===== src/hdl/usm_pkg.sv =====
// Shared types and constants for the 3x3 unsharp mask block.
`default_nettype none
package usm_pkg;
	localparam int PIX_W = 8;
	localparam int FW_W = 11;
	localparam int FH_W = 13;
	localparam int APB_AW = 3;
	localparam int APB_DW = 32;

	localparam int MAX_WIDTH_DEF = 1024;
	localparam int MAX_HEIGHT_DEF = 4096;
	localparam logic [FW_W-1:0] FW_RST = 11'd640;
	localparam logic [FH_W-1:0] FH_RST = 13'd480;

	// register index, taken from paddr[2]
	localparam logic REG_FRAME_WIDTH = 1'b0;
	localparam logic REG_FRAME_HEIGHT = 1'b1;

	localparam logic FUNC_PIXEL = 1'b0;
	localparam logic FUNC_FLUSH = 1'b1;

	// neighborhood sizes and the reciprocals of 2*n, scaled by 2^RECIP_SHIFT
	localparam int SUM_W = 12;
	localparam int NUM_W = 15;
	localparam int N_W = 4;
	localparam int RECIP_W = 16;
	localparam int RECIP_SHIFT = 18;
	localparam logic [N_W-1:0] N_CORNER = 4'd4;
	localparam logic [N_W-1:0] N_EDGE = 4'd6;
	localparam logic [N_W-1:0] N_INNER = 4'd9;
	localparam logic [RECIP_W-1:0] RECIP_CORNER = 16'd32768;
	localparam logic [RECIP_W-1:0] RECIP_EDGE = 16'd21846;
	localparam logic [RECIP_W-1:0] RECIP_INNER = 16'd14564;
	localparam logic [PIX_W-1:0] PIX_MAX = 8'd255;

	// 3x3 window, element r*3+c, column 2 is the newest
	typedef logic [8:0][PIX_W-1:0] usm_win_t;

	// which sides of the window lie inside the frame, plus end of frame
	typedef struct packed {
		logic top_ok;
		logic bot_ok;
		logic left_ok;
		logic right_ok;
		logic last;
	} usm_edge_t;
endpackage
`default_nettype wire


===== src/hdl/usm_sharpen.sv =====
// Sharpening arithmetic: masked window sum, numerator, scaled divide and clamp.
`default_nettype none
module usm_sharpen (
	input  wire logic              clk,
	input  wire logic              arst_n,
	input  wire logic              win_valid,
	input  wire usm_pkg::usm_win_t  win,
	input  wire usm_pkg::usm_edge_t edges,
	output logic                   win_take,
	output logic                   out_valid,
	input  wire logic              out_stall,
	output logic [usm_pkg::PIX_W-1:0] pixel_out,
	output logic                   frame_end
);
	localparam int PROD_W = usm_pkg::NUM_W - 1 + usm_pkg::RECIP_W;

	logic                          v2_q, v3_q, vo_q;
	logic [usm_pkg::SUM_W-1:0]     sum_s2;
	logic [usm_pkg::PIX_W-1:0]     p_s2;
	logic [usm_pkg::N_W-1:0]       n_s2;
	logic                          last_s2;
	logic signed [usm_pkg::NUM_W-1:0] num_s3;
	logic [usm_pkg::RECIP_W-1:0]   recip_s3;
	logic                          last_s3;
	logic [usm_pkg::PIX_W-1:0]     pix_q;
	logic                          fend_q;

	logic                          rdy3, rdy2;
	logic [usm_pkg::SUM_W-1:0]     sum_c;
	logic [usm_pkg::N_W-1:0]       n_c;
	logic [2:0]                    row_ok, col_ok;
	logic [usm_pkg::SUM_W-1:0]     pn_c;
	logic [usm_pkg::NUM_W-1:0]     pos_c, neg_c;
	logic signed [usm_pkg::NUM_W-1:0] num_c;
	logic [usm_pkg::RECIP_W-1:0]   recip_c;
	logic [PROD_W-1:0]             prod_c;
	logic [usm_pkg::SUM_W-1:0]     quot_c;
	logic [usm_pkg::PIX_W-1:0]     res_c;

	assign rdy3 = !v3_q || !vo_q || !out_stall;
	assign rdy2 = !v2_q || rdy3;
	assign win_take = rdy2;

	// stage 1 -> 2: sum of in-frame neighbors and their count
	always_comb begin
		row_ok = {edges.bot_ok, 1'b1, edges.top_ok};
		col_ok = {edges.right_ok, 1'b1, edges.left_ok};
		sum_c = '0;
		for (int r = 0; r < 3; r++) begin
			for (int c = 0; c < 3; c++) begin
				if (row_ok[r] && col_ok[c]) begin
					sum_c = sum_c + usm_pkg::SUM_W'(win[r*3+c]);
				end
			end
		end
		if (edges.top_ok && edges.bot_ok && edges.left_ok && edges.right_ok) begin
			n_c = usm_pkg::N_INNER;
		end else if ((edges.top_ok && edges.bot_ok) || (edges.left_ok && edges.right_ok)) begin
			n_c = usm_pkg::N_EDGE;
		end else begin
			n_c = usm_pkg::N_CORNER;
		end
	end

	// stage 2 -> 3: num = 4*p*n + n - 2*sum, floor(num / 2n) is the rounded result
	always_comb begin
		pn_c = usm_pkg::SUM_W'(p_s2) * usm_pkg::SUM_W'(n_s2);
		pos_c = {1'b0, pn_c, 2'b00} + usm_pkg::NUM_W'(n_s2);
		neg_c = usm_pkg::NUM_W'({sum_s2, 1'b0});
		num_c = $signed(pos_c - neg_c);
		case (n_s2)
			usm_pkg::N_INNER: recip_c = usm_pkg::RECIP_INNER;
			usm_pkg::N_EDGE:  recip_c = usm_pkg::RECIP_EDGE;
			default:          recip_c = usm_pkg::RECIP_CORNER;
		endcase
	end

	// stage 3 -> out: reciprocal multiply is exact for num below 2^14
	always_comb begin
		prod_c = PROD_W'(num_s3[usm_pkg::NUM_W-2:0]) * PROD_W'(recip_s3);
		quot_c = usm_pkg::SUM_W'(prod_c >> usm_pkg::RECIP_SHIFT);
		if (num_s3[usm_pkg::NUM_W-1]) begin
			res_c = '0;
		end else if (quot_c > usm_pkg::SUM_W'(usm_pkg::PIX_MAX)) begin
			res_c = usm_pkg::PIX_MAX;
		end else begin
			res_c = quot_c[usm_pkg::PIX_W-1:0];
		end
	end

	always_ff @(posedge clk or negedge arst_n) begin
		if (!arst_n) begin
			v2_q <= 1'b0;
			v3_q <= 1'b0;
			vo_q <= 1'b0;
		end else begin
			if (rdy2) begin
				v2_q <= win_valid;
			end
			if (rdy3) begin
				v3_q <= v2_q;
			end
			if (!vo_q || !out_stall) begin
				vo_q <= v3_q;
			end
		end
	end

	always_ff @(posedge clk) begin
		if (rdy2 && win_valid) begin
			sum_s2 <= sum_c;
			p_s2 <= win[4];
			n_s2 <= n_c;
			last_s2 <= edges.last;
		end
		if (rdy3 && v2_q) begin
			num_s3 <= num_c;
			recip_s3 <= recip_c;
			last_s3 <= last_s2;
		end
		if ((!vo_q || !out_stall) && v3_q) begin
			pix_q <= res_c;
			fend_q <= last_s3;
		end
	end

	assign out_valid = vo_q;
	assign pixel_out = pix_q;
	assign frame_end = fend_q;
endmodule
`default_nettype wire


===== config.mk =====
export PLATFORM = sky130hd
export DESIGN_NAME = usm_sharpen
export DESIGN_NICKNAME = d
export VERILOG_FILES = /design/src/hdl/usm_pkg.sv /design/src/hdl/usm_sharpen.sv
export SDC_FILE = /design/constraint.sdc
export NUM_CORES = 1
export LEC_CHECK = 0
export BUFFER_PORTS_ARGS = -buffer_cell sky130_fd_sc_hd__buf_2
export CAP_MARGIN = 20
export CORE_MARGIN = 3
export CORE_UTILIZATION = 50
export CTS_CLUSTER_SIZE = 30
export DETAILED_ROUTE_END_ITERATION = 16
export GPL_ROUTABILITY_DRIVEN = 0
export PLACE_DENSITY = 0.7
export SLEW_MARGIN = 20
export SYNTH_ARGS = -nofsm -noshare
export SYNTH_HDL_FRONTEND = slang
export SYNTH_SLANG_ARGS = --single-unit

===== constraint.sdc =====
create_clock -name clk -period 14.07 [get_ports clk]
set_clock_uncertainty 0.15 [all_clocks]
set_input_delay 2.814 -clock clk [delete_from_list [all_inputs] [get_ports clk]]
set_output_delay 2.814 -clock clk [all_outputs]
set_load 0.05 [all_outputs]

==> load_flow_metrics.sql <==
INSERT INTO impl_metrics (metric_group, metric, value, unit) VALUES
('status', 'outcome', 'finished, final reports clean', ''),
('timing', 'worst_slew_pin_slew', '1.052', 'ns'),
('clock_network', 'cts.hold.buffers_added', '0', ''),
('die', 'num_ports', '92', ''),
('clock_network', 'htree_levels', '2', ''),
('setup_path', 'worst_ep_arrival_time', '11.51', 'ns'),
('logic_synthesis', 'synth_enable_flop_cells', '53', ''),
('setup_path', 'timing.critical_path.from_type', 'primary input', ''),
('logic_synthesis', 'mapped_cells', '1297', ''),
('timing', 'fin_crit_sh', '82.44', '%'),
('placement', 'buffer_ports.inserted', '91', ''),
('setup_path', 'critical_path_buf_inv_count', '3', ''),
('timing', 'grt_setup_unrepaired', 'false', ''),
('timing', 'timing.max_slew.rel_slack', '29.90', '%'),
('clock_network', 'post-cts-setup-buffer-count', '0', ''),
('logic_synthesis', 'postSynthAreaPerCell', '9.232', 'um^2'),
('logic_synthesis', 'warning_count_from_the_yosys_run', '0', ''),
('die', 'design.core.area', '0.02305', 'mm^2'),
('logic_synthesis', 'synth_area', '0.01197', 'mm^2'),
('setup_path', 'worst_setup_path_type', 'in -> reg', ''),
('global_routing', 'grt_start_max_net_pins', '28', ''),
('worst_hold_path', 'worstHoldEndpoint', 'frame_end', ''),
('route', 'drt-initial-drc-count', '375', ''),
('run', 'cap_violations', '0', ''),
('layout', 'area_overhead_vs_synth', '7.638', '%'),
('route', 'drt-vias-per-instance', '5.281', ''),
('global_routing', 'grt_antenna_before_repair', '0', ''),
('setup_path', 'regToRegSetupSlack', '7.29', 'ns'),
('clock_network', 'cts.root.buffer_cell', 'clkbuf_16', ''),
('setup_path', 'r2r_end', 'pixel_out[0]', ''),
('setup_path', 'critical-path-top-delay-family', 'compound AO/OA/AOI/OAI gates', ''),
('clock_network', 'clk_pin_slew_worst_paths', '0.08', 'ns'),
('logic_synthesis', 'net_count_of_the_mapped_netlist', '1723', ''),
('clock_network', 'ctsLongestPathBuffers', '2', ''),
('global_routing', 'via_count_of_the_first_global_routing_pass', '9080', ''),
('route', 'post_drt_wl_per_cell', '14.62', 'um'),
('clock_network', 'clkLatencyLatePin', '0.31', 'ns'),
('setup_path', 'cp_data_required_time', '13.99', 'ns'),
('global_routing', 'grt_first_pass_wirelength', '42060', 'um'),
('die', 'rows', '55', ''),
('layout', 'final_net_count', '1803', ''),
('setup_path', 'cp_common_cell', 'ha_1', ''),
('clock_network', 'cts.repair.resized', '0', ''),
('clock_network', 'tritoncts', 'yes', ''),
('logic_synthesis', 'yosys_most_used_dff', 'edfxtp_1', ''),
('die', 'chip_height', '160.8', 'um'),
('route', 'detailroute.via_count', '8931', ''),
('timing', 'final.setup.tns', '0', 'ns'),
('layout', 'ant_diodes', '0', ''),
('placement', 'detailed_place_hpwl', '21650', 'um'),
('route', 'drt_pass_1_iters', '4', ''),
('logic_synthesis', 'synth-seq-area-share', '13.92', '%'),
('timing', 'clock.fmax', '86.21', 'MHz'),
('layout', 'most_frequent_standard_cell_in_the_layout_excluding_fill_and_tap_cells', 'inv_1', ''),
('clock_network', 'cts.sinks', '56', ''),
('logic_synthesis', 'ys_types', '66', ''),
('clock_network', 'cts_buffers', '5', ''),
('worst_hold_path', 'hold_path_class', 'reg -> reg', ''),
('layout', 'mostFrequentLayoutCells', 'inv_1 (220), ha_1 (211), fa_1 (134)', ''),
('timing', 'slew_violations', '0', ''),
('timing', 'post-route-min-period', '11.60', 'ns'),
('timing', 'setup-violations-final', '0', ''),
('route', 'routed_wire_length', '24710', 'um'),
('layout', 'fraction_of_final_layout_cells_with_drive_strength_greater_than_1', '8.853', '%'),
('logic_synthesis', 'synth-async-reset-ratio', '5.357', '%'),
('die', 'die_area', '0.02584', 'mm^2'),
('route', 'drcViolationCount', '0', ''),
('global_routing', 'globalRoute.totalOverflow', '0', ''),
('global_routing', 'global_route.usage.total', '19.51', '%'),
('die', 'start_util', '51.94', '%'),
('worst_hold_path', 'hold_path.startpoint', 'last_s3', ''),
('setup_path', 'path_depth', '45', ''),
('layout', 'fillerInstances', '2080', ''),
('setup_path', 'crit-reg2reg-launch', 'recip_s3[13]', ''),
('setup_path', 'worst-path-max-fanout', '27', ''),
('setup_path', 'critical_path.endpoint_type', 'register', ''),
('worst_hold_path', 'worst_hold_path.num_cells', '0', ''),
('timing', 'report.final.hold_viol_count', '0', ''),
('route', 'route.antenna.remaining_nets', '0', ''),
('logic_synthesis', 'synth_seq_cells', '56', ''),
('die', 'chipWidth', '160.8', 'um'),
('setup_path', 'cp_slowest_cell', 'o21ai_0', ''),
('setup_path', 'timing.reg2reg.worst_path_depth', '21', ''),
('setup_path', 'cpPeakStageDelay', '0.42', 'ns');
final cells by class:
class                      count  area (um^2)  area share, %
multi-input combinational   1001         9398          72.92
sequential                    56         1667          12.93
inverter                     221        829.5          6.436
timing repair buffer          92        462.9          3.592
tap                          313        391.6          3.039
clock buffer                   6        128.9         0.9999
clock inverter                 2        11.26        0.08737
worst max-delay path by stage:
stage | endpoint | slack, ns | start
after floorplan | sum_s2[11] | 2.98 | edges[4]
after global placement | sum_s2[11] | 2.44 | edges[2]
after detailed placement | sum_s2[11] | 2.16 | edges[2]
after CTS | sum_s2[11] | 2.47 | edges[2]
after global routing | sum_s2[11] | 1.53 | edges[2]
final | sum_s2[11] | 2.47 | edges[2]
logic make-up after synthesis:
group	count (synthesis)	synth area share, %
compound gates	260	13.88
xor+xnor	74	5.538
fa+ha+maj	347	44.63
buf+inv	240	7.597
flops	56	13.92
mux	16	1.442
simple gates	304	13.00
cell usage after synthesis (5+ instances only):
| master | number | share of area (%) |
|---|---|---|
| a211oi_1 | 14 | 0.88 |
| a21boi_0 | 7 | 0.44 |
| a21o_1 | 32 | 2.0 |
| a21oi_1 | 80 | 3.3 |
| and2_1 | 75 | 3.9 |
| and3_1 | 12 | 0.63 |
| clkbuf_1 | 16 | 0.50 |
| edfxtp_1 | 53 | 13 |
| fa_1 | 134 | 22 |
| ha_1 | 211 | 22 |
| inv_1 | 220 | 6.9 |
| mux2_2 | 10 | 0.94 |
| mux2i_1 | 6 | 0.50 |
| nand2_1 | 68 | 2.1 |
| nand2b_1 | 20 | 1.0 |
| nand3_1 | 7 | 0.29 |
| nand4_1 | 5 | 0.26 |
| nor2_1 | 76 | 2.4 |
| nor2b_1 | 9 | 0.47 |
| nor3_1 | 11 | 0.46 |
| o211ai_1 | 5 | 0.31 |
| o21a_1 | 15 | 0.94 |
| o21ai_0 | 52 | 2.2 |
| o21bai_1 | 13 | 0.82 |
| xnor2_1 | 51 | 3.7 |
| xor2_1 | 21 | 1.5 |
flip-flops by register name, indices dropped and copies added, names as in the netlist:
signal	flops
pixel_out	8
v3_q	1
sum_s2	12
last_s2	1
last_s3	1
p_s2	8
n_s2	3
v2_q	1
recip_s3	4
frame_end	1
num_s3	15
out_valid	1
stage by stage:
| stage | setup WS [ns] | instances | util [%] | area [um^2] | hold WS [ns] |
|---|---|---|---|---|---|
| floorplan | 2.978 | 1297 | - | 11970 | 0.2503 |
| global placement | 2.436 | 1683 | 55.30 | 12750 | 0.2602 |
| detailed placement | 2.156 | 1683 | 55.30 | 12750 | 0.2676 |
| CTS | 2.473 | 1691 | 55.91 | 12890 | 0.2844 |
| global route | 1.535 | 1691 | 55.91 | 12890 | 0.2873 |
| finish | 2.470 | 1691 | 55.91 | 12890 | 0.2809 |
layer usage:
metal  GRT usage [%]  wire [um]
met1           25.31      11080
met2           36.03      12710
met3           1.470        617
met4           3.481        300
met5               0          0
Power is not shown: default switching activity piles up to over one toggle a cycle in this logic, so the estimate is an artifact.
